`src/sv/bss_pkg.sv`:
```
package bss_pkg;

	localparam int CAPACITY_DEF   = 16;
	localparam int ELEM_WIDTH_DEF = 32;

	localparam int MODE_W     = 2;
	localparam int ELEM_PORT_W = 32;
	localparam int COUNT_W    = 5;

	localparam logic [MODE_W-1:0] MODE_INSERT = 2'd0;
	localparam logic [MODE_W-1:0] MODE_REMOVE = 2'd1;
	localparam logic [MODE_W-1:0] MODE_LOOKUP = 2'd2;
	localparam logic [MODE_W-1:0] MODE_NONE   = 2'd3;

	typedef enum logic [1:0] {
		ST_IDLE,
		ST_SCAN,
		ST_SHIFT,
		ST_FINISH
	} state_t;

	typedef struct packed {
		logic take;
		logic scan;
		logic shift;
		logic insert;
		logic refuse;
		logic found;
		logic drop;
		logic emit;
	} cmd_t;

	typedef struct packed {
		logic [MODE_W-1:0] mode;
		logic              hit;
		logic              sweep_end;
		logic              full;
	} sts_t;

endpackage

```
`src/sv/bss_ctrl.sv`:
```
module bss_ctrl
	import bss_pkg::*;
(
	input  logic clk,
	input  logic arst_n,
	input  logic in_valid,
	output logic in_stall,
	output logic out_valid,
	input  logic out_stall,
	input  sts_t sts,
	output cmd_t cmd
);

	state_t state_q, state_d;
	logic   out_valid_q;

	always_ff @(posedge clk or negedge arst_n) begin
		if (!arst_n) begin
			state_q     <= ST_IDLE;
			out_valid_q <= 1'b0;
		end else begin
			state_q <= state_d;
			if (cmd.emit)
				out_valid_q <= 1'b1;
			else if (!out_stall)
				out_valid_q <= 1'b0;
		end
	end

	assign out_valid = out_valid_q;

	always_comb begin
		state_d  = state_q;
		cmd      = '0;
		in_stall = 1'b1;
		case (state_q)
			ST_IDLE: begin
				in_stall = 1'b0;
				if (in_valid) begin
					cmd.take = 1'b1;
					state_d  = ST_SCAN;
				end
			end
			ST_SCAN: begin
				cmd.scan = 1'b1;
				if (sts.mode == MODE_NONE) begin
					state_d = ST_FINISH;
				end else if (sts.hit) begin
					if (sts.mode == MODE_REMOVE) begin
						cmd.found = 1'b1;
						state_d   = ST_SHIFT;
					end else begin
						// duplicate insert leaves the store alone
						cmd.found = (sts.mode == MODE_LOOKUP);
						state_d   = ST_FINISH;
					end
				end else if (sts.sweep_end) begin
					if (sts.mode == MODE_INSERT) begin
						cmd.insert = !sts.full;
						cmd.refuse = sts.full;
					end
					state_d = ST_FINISH;
				end
			end
			ST_SHIFT: begin
				cmd.shift = 1'b1;
				if (sts.sweep_end) begin
					cmd.drop = 1'b1;
					state_d  = ST_FINISH;
				end
			end
			ST_FINISH: begin
				if (!out_valid_q || !out_stall) begin
					cmd.emit = 1'b1;
					state_d  = ST_IDLE;
				end
			end
			default: begin
				state_d = ST_IDLE;
			end
		endcase
	end

endmodule

```
`src/sv/bss_datapath.sv`:
```
module bss_datapath
	import bss_pkg::*;
#(
	parameter int CAPACITY   = CAPACITY_DEF,
	parameter int ELEM_WIDTH = ELEM_WIDTH_DEF
) (
	input  logic                   clk,
	input  logic                   arst_n,
	input  cmd_t                   cmd,
	output sts_t                   sts,
	input  logic [MODE_W-1:0]      mode,
	input  logic [ELEM_PORT_W-1:0] element,
	output logic                   success,
	output logic                   refused_full,
	output logic [COUNT_W-1:0]     count,
	output logic                   is_empty
);

	localparam int ADDR_W = (CAPACITY > 1) ? $clog2(CAPACITY) : 1;
	localparam int CNT_W  = $clog2(CAPACITY + 1);
	localparam logic [CNT_W-1:0] CAP_CNT = CNT_W'(CAPACITY);

	logic [ELEM_WIDTH-1:0] mem [CAPACITY];

	logic [MODE_W-1:0]     mode_q;
	logic [ELEM_WIDTH-1:0] value_q;
	logic [CNT_W-1:0]      held_q;
	logic [CNT_W-1:0]      ptr_q;
	logic                  ok_q;
	logic                  refused_q;

	logic                  vld_s1;
	logic [ADDR_W-1:0]     idx_s1;
	logic [ELEM_WIDTH-1:0] rd_s1;

	logic                  success_q;
	logic                  refused_full_q;
	logic [COUNT_W-1:0]    count_q;
	logic                  is_empty_q;

	logic hit_now;
	logic issue;
	logic more;

	assign more    = (ptr_q < held_q);
	assign hit_now = cmd.scan && vld_s1 && (rd_s1 == value_q);
	assign issue   = ((cmd.scan && !hit_now) || cmd.shift) && more;

	assign sts.mode      = mode_q;
	assign sts.hit       = hit_now;
	assign sts.sweep_end = !vld_s1 && !more;
	assign sts.full      = (held_q == CAP_CNT);

	// store: one write port, registered read
	always_ff @(posedge clk) begin
		if (cmd.insert)
			mem[held_q[ADDR_W-1:0]] <= value_q;
		else if (cmd.shift && vld_s1)
			mem[idx_s1 - ADDR_W'(1)] <= rd_s1;
		rd_s1  <= mem[ptr_q[ADDR_W-1:0]];
		idx_s1 <= ptr_q[ADDR_W-1:0];
	end

	always_ff @(posedge clk or negedge arst_n) begin
		if (!arst_n) begin
			vld_s1    <= 1'b0;
			held_q    <= '0;
			ptr_q     <= '0;
			ok_q      <= 1'b0;
			refused_q <= 1'b0;
		end else begin
			vld_s1 <= issue;
			if (cmd.take) begin
				ptr_q     <= '0;
				ok_q      <= 1'b0;
				refused_q <= 1'b0;
			end else if (hit_now) begin
				// restart the sweep just past the match to close the gap
				ptr_q <= CNT_W'(idx_s1) + CNT_W'(1);
			end else if (issue) begin
				ptr_q <= ptr_q + CNT_W'(1);
			end
			if (cmd.insert) begin
				held_q <= held_q + CNT_W'(1);
				ok_q   <= 1'b1;
			end else if (cmd.drop) begin
				held_q <= held_q - CNT_W'(1);
			end
			if (cmd.found)
				ok_q <= 1'b1;
			if (cmd.refuse)
				refused_q <= 1'b1;
		end
	end

	always_ff @(posedge clk) begin
		if (cmd.take) begin
			mode_q  <= mode;
			value_q <= ELEM_WIDTH'(element);
		end
		if (cmd.emit) begin
			success_q      <= ok_q;
			refused_full_q <= refused_q;
			count_q        <= COUNT_W'(held_q);
			is_empty_q     <= (held_q == '0);
		end
	end

	assign success      = success_q;
	assign refused_full = refused_full_q;
	assign count        = count_q;
	assign is_empty     = is_empty_q;

endmodule

```
`src/sv/bounded_set_store_top.sv`:
```
// out_valid rises after a sweep over the held entries for lookup, insert and a missed remove
// (a hit ends the scan early); a remove that hits also shifts the later entries down.
// One word is in work at a time: a new word is taken only once the last result is emitted,
// limited by the sequential sweep over the store, one entry read per cycle.
// Reset (arst_n low, asynchronous) empties the set and drops any pending result;
// store contents are left as they were and are rewritten before use.
module bounded_set_store_top
	import bss_pkg::*;
#(
	parameter int CAPACITY   = CAPACITY_DEF,
	parameter int ELEM_WIDTH = ELEM_WIDTH_DEF
) (
	input  logic                   clk,
	input  logic                   arst_n,
	input  logic                   in_valid,
	output logic                   in_stall,
	input  logic [MODE_W-1:0]      mode,
	input  logic [ELEM_PORT_W-1:0] element,
	output logic                   out_valid,
	input  logic                   out_stall,
	output logic                   success,
	output logic                   refused_full,
	output logic [COUNT_W-1:0]     count,
	output logic                   is_empty
);

	cmd_t cmd;
	sts_t sts;

	bss_ctrl u_ctrl (
		.clk       (clk),
		.arst_n    (arst_n),
		.in_valid  (in_valid),
		.in_stall  (in_stall),
		.out_valid (out_valid),
		.out_stall (out_stall),
		.sts       (sts),
		.cmd       (cmd)
	);

	bss_datapath #(
		.CAPACITY   (CAPACITY),
		.ELEM_WIDTH (ELEM_WIDTH)
	) u_dp (
		.clk          (clk),
		.arst_n       (arst_n),
		.cmd          (cmd),
		.sts          (sts),
		.mode         (mode),
		.element      (element),
		.success      (success),
		.refused_full (refused_full),
		.count        (count),
		.is_empty     (is_empty)
	);

	a_cmd_excl: assert property (@(posedge clk) disable iff (!arst_n)
		$onehot0({cmd.take, cmd.insert, cmd.refuse, cmd.drop, cmd.emit}))
		else $error("conflicting datapath commands");

	a_busy_after_take: assert property (@(posedge clk) disable iff (!arst_n)
		(in_valid && !in_stall) |=> in_stall)
		else $error("new word taken while one is in work");

	a_no_insert_full: assert property (@(posedge clk) disable iff (!arst_n)
		!(cmd.insert && sts.full))
		else $error("insert into full store");

	a_valid_from_emit: assert property (@(posedge clk) disable iff (!arst_n)
		$rose(out_valid) |-> $past(cmd.emit))
		else $error("result raised without emit");

endmodule

```
`config.mk`:
```
export PLATFORM = sky130hd
export DESIGN_NAME = bounded_set_store_top
export DESIGN_NICKNAME = d
export VERILOG_FILES = /design/src/sv/bss_pkg.sv /design/src/sv/bss_ctrl.sv /design/src/sv/bss_datapath.sv /design/src/sv/bounded_set_store_top.sv
export SDC_FILE = /design/constraint.sdc
export NUM_CORES = 1
export LEC_CHECK = 0
export CAP_MARGIN = 5
export CELL_PAD_IN_SITES_DETAIL_PLACEMENT = 1
export CELL_PAD_IN_SITES_GLOBAL_PLACEMENT = 2
export CORE_ASPECT_RATIO = 1.25
export CORE_MARGIN = 3
export CORE_UTILIZATION = 50
export CTS_CLUSTER_SIZE = 14
export DETAILED_ROUTE_END_ITERATION = 8
export DONT_BUFFER_PORTS = 1
export PLACE_DENSITY = 0.84
export SLEW_MARGIN = 10
export SYNTH_ARGS = -nofsm -noshare
export SYNTH_HDL_FRONTEND = slang
export SYNTH_HIERARCHICAL = 1
export SYNTH_SLANG_ARGS = --single-unit
```
`constraint.sdc`:
```
create_clock -name clk -period 5.13 [get_ports clk]
set_input_delay 0.2565 -clock clk [delete_from_list [all_inputs] [get_ports clk]]
set_output_delay 0.2565 -clock clk [all_outputs]
set_load 0.01 [all_outputs]
```
==> run summary, run 1 <==
Status = completed
Worst Tran Pin Value = 1.11 ns
Part of the power in registers = 0.456
Layout net count = 1,254
Final Skew = 0.0225 ns
Final GP Congestion = 0.768
Element type at the critical path end = register
Final Hold Fails = 0
Final wirelength = 55.5 mm
Antenna violations before repair = 4
Count of different cell masters after synthesis = 54
Worst slew margin = 0.259
# rows = 87
Peak VDD IR = 0.297 mV
Vias/cell = 6.16
Met1 usage = 0.307
Seq/Total Area, Yosys = 0.762
Int Pwr = 10.2 mW
Fin crit period = 4.79 ns
Final antenna-violating net count = 0
Port buffer count = 0
Number of synthesized flops with an enable pin = 554
Crit path cell chain = xnor2_1 > nand4_1 > nor4_1 > nand4_1 > nor2_2 > nor2_1 > nand4_1 > nor2_1 > inv_1 > nand3_2 > o21ai_0 > nand2_1 > nor2_4 > buf_4
WL/cell = 30.3 um
Final HPWL DP = 30.9 mm
GR Layer Usage met3 = 0.0467
Worst-path fanout max = 16
Area leader, netlist = edfxtp_1
Htree depth = 2
Worst setup margin = 0.344 ns
Clock Pin Slew Worst Setup and Hold Paths = 0.07 ns
Routed vias = 11,300
Worst R2R Path Depth = 14
Sw Share = 0.292
Sw Pwr = 4.18 mW
Starting Density = 0.511
Crit Path Class = reg2reg
CTS Buffer Depth = 3
Synth Net Count = 1,172
Largest net degree at the start of global routing = 73
Root buffer cell = clkbuf_16
CTS Sinks = 606
F_max = 209 MHz
Crit-path most repeated cell = nand4_1
Clk pwr share = 0.291
Die width = 199 um
Pre-antenna DRT Iters = 5
CP peak stage delay = 0.60 ns
Unrepaired setup endpoints after global routing = no
Post-CTS Setup Repair Bufs = 0
Synth area leaders = edfxtp_1 71%, mux4_2 15%, dfxtp_1 3.1%, nand2_1 1.8%, dfrtp_1 1.7%
P&R area growth vs syn = 14.2%
GR Util met2 = 0.398
Post-route design area = 26,600 um2
I/O pin total = 48
CP max stage cell = nor2_4
Top FF cell, synth = edfxtp_1
# DRC = 0
Req. time, crit path = 5.42 ns
Worst Hold Class = in2async
Synth top area share = 0.713
Synth Warn # = 6
Slew Viols, Final = 0
Die H = 247 um
Placed cell areas = 24,400 um2
CTS Buf Count = 56
CP startpoint kind = register
Die area = 49,300 um2
Synth top cells by count = 554 x edfxtp_1, 160 x mux4_2, 110 x nand2_1
Vias in the first global route = 12,100
Clock Latency Late Sink = 0.62 ns
Gate power share = 0.252
Leakage = 8.52 nW
First-pass GRT wire length = 82.5 mm
# setup viols final = 0
CTS tree = done
GRT overflow = 0
Synthesized instance count = 1,121
R2R Setup Slk = 0.34 ns
Ys async rst share = 0.0264
Most frequent cell after synthesis = edfxtp_1
Syn Area/Cell = 20.8 um2
Busiest grt layer = met2
Synthesized flop and latch total = 606
Arrival time at the worst endpoint = 5.08 ns
DRT iter0 DRCs = 1,044
Layout cells sized above 1 = 0.252
Final TNS setup = 0 ns
Core Footprint = 45,600 um2
GR Util All Layers = 0.235
Setup Slack @ Placement = 0.562 ns
Max_cap viols = 0
Period Utilization, post-route = 0.933
Syn Std Cell Area = 23,300 um2
Pwr per Cell Area = 538 nW/um2
Fillers = 3,819
==> layout by cell type (no fill, tap or decap), drive strengths merged, types with 2 or more instances in the layout <==
cell and count:
mux2i 2, ha 12, nor2b 3, dfrtp 16, clkinv 13, or3 2, or4b 2, a21oi 10
clkinvlp 5, dlygate4sd3 37, dfxtp 36, a21o 4, mux2 3, buf 35, and4b 2, mux4 160
and3 3, edfxtp 554, o21ai 11, xnor2 32, xor2 11, nand3 5, a31oi 2, bufinv 5
nor4 2, diode 4, nor3 6, nand4 9, nand2 110, nor2 38, clkbuf 80, inv 19
o21a 4
==> critical path, delay by kind of cell, from the launching register on <==
| family | cells | cell delay (ns) |
|---|---|---|
| AOI/OAI and AO/OA | 1 | 0.39 |
| xor gates and xnor gates | 1 | 0.47 |
| buffers and inverters | 2 | 0.64 |
| DFF | 1 | 0.43 |
| and+or+nand+nor | 10 | 2.54 |
==> per-layer routing <==
metal / routed length [um] / vias to the layer above
met2: 28600 / 488
met3: 4090 / 115
met1: 21000 / 5979
li1: - / 4702
met5: 11 / -
met4: 1820 / 2
==> per-stage QoR <==
stage	total power, mW	std cells	hold WS (ns)	utilization
2_1_floorplan	9.06	1121	-0.0391	-
3_3_place_gp	10.1	1686	-0.0383	0.535
3_5_place_dp	10.2	1686	-0.0384	0.535
4_1_cts	14.5	1828	0.184	0.584
5_1_grt	15.0	1831	0.224	0.584
6_report	14.3	1832	0.175	0.584
==> flip-flops by register name, indices dropped and copies added (netlist names) <==
name,flops
u_dp/vld_s1,1
u_dp/is_empty,1
u_dp/count,5
u_ctrl/out_valid,1
u_ctrl/state_q,2
u_dp/idx_s1,4
u_dp/ok_q,1
u_dp/value_q,32
u_dp/refused_q,1
u_dp/ptr_q,5
u_dp/rd_s1,32
u_dp/success,1
u_dp/held_q,5
u_dp/refused_full,1
u_dp/mode_q,2
u_dp/mem,512
==> kinds of logic (layout without fill, tap and decap cells) <==
group,count (synthesis),after routing,share of synthesized area
AO/OA/AOI/OAI,39,39,0.0106
XOR/XNOR,43,43,0.0162
adder cells (fa/ha/maj),13,13,0.00730
buffers and inverters,65,194,0.0113
flip-flops,606,606,0.762
multiplexers,165,165,0.157
other,0,4,0
AND/OR/NAND/NOR,190,190,0.0363
==> timing repair <==
action	CTS	global route
gates resized for setup	0	0
endpoints found under the hold margin	66	0
hold buffers	37	0
==> power groups by stage <==
stage	clock, mW	sequential (mW)	combinational (mW)
2_1_floorplan	0	6.51	2.55
3_3_place_gp	0	6.60	3.49
3_5_place_dp	0	6.63	3.61
4_1_cts	4.26	6.54	3.66
5_1_grt	4.48	6.58	3.92
6_report	4.18	6.54	3.62
==> path summary, 6_finish.rpt <==
check,startpoint,endpoint
setup / recovery,u_dp/value_q[22],u_dp/mem[11][19]
hold / removal,arst_n,u_dp/vld_s1
setup reg to reg,u_dp/value_q[22],u_dp/mem[11][19]
hold reg to reg,u_dp/refused_q,u_dp/refused_full
max in group asynchronous,arst_n,u_dp/ptr_q[1]
min in group clk,element[23],u_dp/value_q[23]
==> cell type report <==
class                           instances  area, um2  share of cell area
Clock buffer                           80       1570              0.0590
Sequential cell                       606      17800               0.667
Antenna cell                            4       10.0            0.000376
Tap cell                              578        723              0.0271
Multi-Input combinational cell        450       5430               0.204
Clock inverter                         25        289              0.0108
Timing Repair Buffer                   72        783              0.0294
Inverter                               17       63.8             0.00240
No activity file was read; power rests on OpenSTA's default activity.
==> run 2: changes to the inputs <==
Settings changed: BUFFER_PORTS_ARGS set to -buffer_cell sky130_fd_sc_hd__buf_2, CORE_UTILIZATION 50 to 49, DONT_BUFFER_PORTS 1 to unset.
==> run summary, run 2 (synthesized netlist as in run 1, its figures left out) <==
Worst-path fanout max = 18 (+2)
Clock Latency Late Sink = 0.61 ns (about the same)
Final GP Congestion = 0.752 (-2.1%)
Starting Density = 0.501 (-0.0106)
Number of flip-flops in the largest register = 512 (unchanged)
Vias/cell = 5.91 (-4.1%)
Port buffer count = 47 (+47)
Die width = 201 um (+0.99%)
Clock Pin Slew Worst Setup and Hold Paths = 0.06 ns (about the same)
Largest register by flop count = u_dp/mem
Element type at the critical path end = register
CTS Buffer Depth = 3 (unchanged)
WL/cell = 28.8 um (-4.9%)
Hold_buf cts = 36 (-2.7%)
Htree depth = 2 (unchanged)
Final antenna-violating net count = 0 (unchanged)
Slew Viols, Final = 0 (unchanged)
Period Utilization, post-route = 0.897 (-0.0362)
Final Skew = 0.0179 ns (-0.00467 ns)
Routed vias = 11,400 (+0.88%)
Most frequent cells in the layout = 554 x edfxtp_1, 160 x mux4_2, 110 x nand2_1
Final TNS setup = 0 ns (unchanged)
Leakage = 8.71 nW (+2.2%)
Post-CTS Setup Repair Bufs = 0 (unchanged)
Die H = 250 um (+0.99%)
Peak VDD IR = 0.303 mV (+1.9%)
Core Footprint = 46,600 um2 (+2.1%)
R2R Setup Slk = 0.53 ns (+0.19 ns)
# diodes = 0 (-4)
# setup viols final = 0 (unchanged)
Post-CTS Resized = 0 (unchanged)
CTS Sinks = 606 (unchanged)
Worst hold margin = 0.115 ns (-0.0600 ns)
P&R area growth vs syn = 15.4%
Final Hold Fails = 0 (unchanged)
CP startpoint kind = register
Pwr per Cell Area = 538 nW/um2 (about the same)
Root buffer cell = clkbuf_16
DRT iter0 DRCs = 1,014 (-2.9%)
Die area = 50,300 um2 (+2.0%)
Commonest non-fill, non-tap cell in the layout = edfxtp_1
Final wirelength = 55.6 mm (about the same)
First-pass GRT wire length = 82.9 mm (+0.49%)
Top flop regs = u_dp/mem x512, u_dp/rd_s1 x32, u_dp/value_q x32
Layout net count = 1,301 (+3.7%)
Worst slew margin = 0.286 (+0.0267)
I/O pin total = 48 (unchanged)
Vias in the first global route = 12,400 (+2.2%)
Status = completed
CTS Buf Count = 57 (+1.8%)
# rows = 88 (+1.1%)
Worst R2R Path Depth = 14 (unchanged)
Worst Hold Class = in2async
GR Util All Layers = 0.224 (-0.0102)
Layout cells sized above 1 = 0.274 (+0.0223)
Fin crit period = 4.60 ns (-0.186 ns)
Largest net degree at the start of global routing = 69 (-5.5%)
Req. time, crit path = 5.44 ns (+0.02 ns)
Crit Path Class = reg2reg
Fillers = 3,977 (+4.1%)
F_max = 217 MHz (+4.0%)
Unrepaired setup endpoints after global routing = no
Worst Tran Pin Value = 1.07 ns (-0.0451 ns)
CTS tree = done
Antenna violations before repair = 0 (-4)
Max_cap viols = 0 (unchanged)
GRT overflow = 0 (unchanged)
Pre-antenna DRT Iters = 5 (unchanged)
# DRC = 0 (unchanged)
Final HPWL DP = 32.0 mm (+3.6%)
Arrival time at the worst endpoint = 4.91 ns (-0.17 ns)
-- run 2: cell types whose count changed in the layout (fill, tap and decap cells not counted), sizes merged --
cell         previous run  this run
buf                    35        82
dlygate4sd3            37        36
diode                   4         0
clkinvlp                5         2
clkinv                 13         8
bufinv                  5         6
clkbuf                 80        89
-- run 2: layout make-up --
class | count | area (um2) | share of cell area
flip-flops and latches | 606 | 17800 | 0.660
multi-input cells | 450 | 5430 | 0.202
clock buffers | 89 | 1640 | 0.0609
repair buffers | 118 | 953 | 0.0354
well taps | 630 | 788 | 0.0293
clock inverters | 18 | 258 | 0.00958
inverters | 17 | 63.8 | 0.00237
-- run 2: per-layer routing --
layer  up-vias  global-route usage  wire length [um]
li1       4782                   -                 -
met1      6050               0.290             21100
met2       453               0.388             29100
met3       100              0.0410              3640
met4         0              0.0731              1760
met5         -                   0                 0
-- run 2: path summary, 6_finish.rpt --
path | from | end
setup / recovery | u_dp/value_q[16] | u_dp/mem[8][6]
hold / removal | arst_n | u_ctrl/state_q[0]
setup reg to reg | u_dp/value_q[16] | u_dp/mem[8][6]
hold reg to reg | u_dp/refused_q | u_dp/refused_full
max in group asynchronous | arst_n | u_dp/ptr_q[0]
min in group clk | in_valid | u_ctrl/state_q[0]
-- run 2: metrics by stage --
| stage | setup slack [ns] | util | total power, mW | instance area [um2] | std cells |
|---|---|---|---|---|---|
| 4_1_cts | 0.331 | 0.577 | 14.6 | 26900 | 1927 |
| 3_5_place_dp | 0.399 | 0.529 | 10.3 | 24600 | 1784 |
| 3_3_place_gp | 0.481 | 0.528 | 10.1 | 24600 | 1783 |
| 5_1_grt | 0.0766 | 0.578 | 15.1 | 26900 | 1928 |
| 2_1_floorplan | 0.705 | - | 9.06 | 23300 | 1121 |
| 6_report | 0.530 | 0.578 | 14.5 | 26900 | 1928 |
-- run 2: power by group --
part | switching [mW] | total, mW | internal [mW]
Combinational | 2.13 | 3.68 | 1.55
Sequential | 0.285 | 6.52 | 6.23
Clock | 1.77 | 4.27 | 2.50
-- run 2: worst max-delay path, stage by stage (launching register included) --
cell and delay [ns]:
edfxtp_1 0.40, xnor2_1 0.31, nand4_1 0.19, nor4_1 0.36, nand4_1 0.25, nor2_2 0.18
nor2_1 0.05, nand4_1 0.11, nor2_1 0.13, inv_1 0.25, nand3_2 0.40, o21ai_0 0.36
nand2_1 0.31, nor2_4 0.70, buf_12 0.28
==> run 3: changes to the inputs <==
Settings changed: PLACE_DENSITY 0.84 to unset, PLACE_DENSITY_LB_ADDON set to 0.1.
==> run summary, run 3 (synthesized netlist as in run 1, its figures left out) <==
Core Footprint = 46,600 um2 (unchanged)
Fin crit period = 4.76 ns (+0.160 ns)
WL/cell = 28.8 um (-0.26%)
Port buffer count = 47 (unchanged)
Pwr per Cell Area = 530 nW/um2 (-1.5%)
Clock Latency Late Sink = 0.63 ns (+0.02 ns)
Vias/cell = 5.82 (-1.4%)
CP startpoint kind = register
GRT overflow = 0 (unchanged)
Root buffer cell = clkbuf_16
Most frequent cells in the layout = 554 x edfxtp_1, 160 x mux4_2, 110 x nand2_1
Placed cell areas = 24,700 um2 (+0.29%)
Htree depth = 2 (unchanged)
Number of flip-flops in the largest register = 512 (unchanged)
CTS tree = done
Commonest non-fill, non-tap cell in the layout = edfxtp_1
Final antenna-violating net count = 0 (unchanged)
Final GP Congestion = 0.754 (+0.27%)
Slew Viols, Final = 0 (unchanged)
Final wirelength = 55.4 mm (-0.26%)
DRT iter0 DRCs = 843 (-17%)
First-pass GRT wire length = 82.1 mm (-0.91%)
Worst setup margin = 0.371 ns (-0.160 ns)
Die area = 50,300 um2 (unchanged)
Layout net count = 1,301 (unchanged)
# rows = 88 (unchanged)
Pre-antenna DRT Iters = 4 (-1)
Req. time, crit path = 5.42 ns (-0.02 ns)
# setup viols final = 0 (unchanged)
CTS Buffer Depth = 3 (unchanged)
Layout cells sized above 1 = 0.273 (-0.000770)
Period Utilization, post-route = 0.928 (+0.0311)
GR Util All Layers = 0.225 (+0.000562)
CTS Buf Count = 59 (+3.5%)
Die width = 201 um (unchanged)
Final TNS setup = 0 ns (unchanged)
F_max = 210 MHz (-3.4%)
Top flop regs = u_dp/mem x512, u_dp/rd_s1 x32, u_dp/value_q x32
P&R area growth vs syn = 15.3% (about the same)
Clock Pin Slew Worst Setup and Hold Paths = 0.06 ns (about the same)
Status = completed
Worst Tran Pin Value = 1.04 ns (-0.0211 ns)
Antenna violations before repair = 0 (unchanged)
Element type at the critical path end = register
Largest net degree at the start of global routing = 133 (+93%)
Worst-path fanout max = 22 (+4)
Peak VDD IR = 0.441 mV (+46%)
Worst slew margin = 0.300 (+0.0141)
Leakage = 8.70 nW (-0.11%)
CTS Sinks = 606 (unchanged)
Routed vias = 11,200 (-1.4%)
# diodes = 0 (unchanged)
Die H = 250 um (unchanged)
Arrival time at the worst endpoint = 5.05 ns (+0.14 ns)
Largest register by flop count = u_dp/mem
Post-CTS Setup Repair Bufs = 0 (unchanged)
Setup Slack @ Placement = 0.478 ns (+0.0790 ns)
Starting Density = 0.501 (unchanged)
Crit Path Class = reg2reg
# DRC = 0 (unchanged)
Final Skew = 0.0334 ns (+0.0156 ns)
Worst hold margin = 0.117 ns (+0.00198 ns)
Unrepaired setup endpoints after global routing = no
I/O pin total = 48 (unchanged)
Final Hold Fails = 0 (unchanged)
Worst Hold Class = in2async
Final HPWL DP = 30.8 mm (-3.7%)
Max_cap viols = 0 (unchanged)
Post-route design area = 26,900 um2 (about the same)
Vias in the first global route = 12,000 (-2.9%)
==> run 3: worst max-delay path: stages (launching register included) <==
cell      delay, ns
edfxtp_1       0.46
xnor2_1        0.43
nand4_1        0.14
nor4_1         0.35
nand4_1        0.26
nor2_2         0.18
nor2_1         0.06
nand4_1        0.11
nor2_1         0.05
buf_4          0.16
inv_1          0.22
nand3_2        0.41
o21ai_0        0.40
nand2_1        0.30
nor2_4         0.54
buf_12         0.31
==> run 3: cell type report <==
class / count / area [um2]
Clock inverter: 29 / 198
Multi-Input combinational cell: 450 / 5430
Tap cell: 630 / 788
Sequential cell: 606 / 17800
Fill cell: 3949 / 19700
Inverter: 17 / 63.8
Timing Repair Buffer: 116 / 1010
Clock buffer: 80 / 1630
==> run 3: power breakdown <==
group	internal (mW)	switching, mW	leakage (nW)	total [mW]
Combinational	1.56	2.07	2.31	3.63
Sequential	6.23	0.272	5.49	6.50
Clock	2.31	1.79	0.900	4.11
==> run 3: path summary, 6_finish.rpt <==
path                                  start                end  slack (ns)  cells past startpoint
hold reg to reg              u_dp/refused_q  u_dp/refused_full        0.47                      0
hold / removal                       arst_n          u_dp/ok_q        0.12                      2
setup reg to reg           u_dp/value_q[26]    u_dp/mem[5][14]        0.37                     15
max in group asynchronous            arst_n      u_dp/ptr_q[1]        4.66                      2
min in group clk                   in_valid  u_ctrl/state_q[0]        0.13                      4
setup / recovery           u_dp/value_q[26]    u_dp/mem[5][14]        0.37                     15
==> run 3: repair_timing <==
action | in CTS | in global routing
hold endpoints to repair | 51 | 0
hold buffers | 36 | 0
resized for setup | 0 | 0
==> run 3: layer usage <==
metal | vias to the layer above | GRT usage | part of all wire
met5 | - | 0 | 0
met4 | 0 | 0.0526 | 0.018
met3 | 58 | 0.0322 | 0.046
met2 | 277 | 0.379 | 0.51
met1 | 6107 | 0.316 | 0.42
li1 | 4786 | - | -
==> run 3: through the flow <==
step,std cells,utilization,power (mW)
finish,1928,0.577,14.2
global route,1928,0.577,14.9
CTS,1928,0.577,14.4
detailed placement,1783,0.530,10.3
global placement,1783,0.530,10.2
floorplan,1121,-,9.06
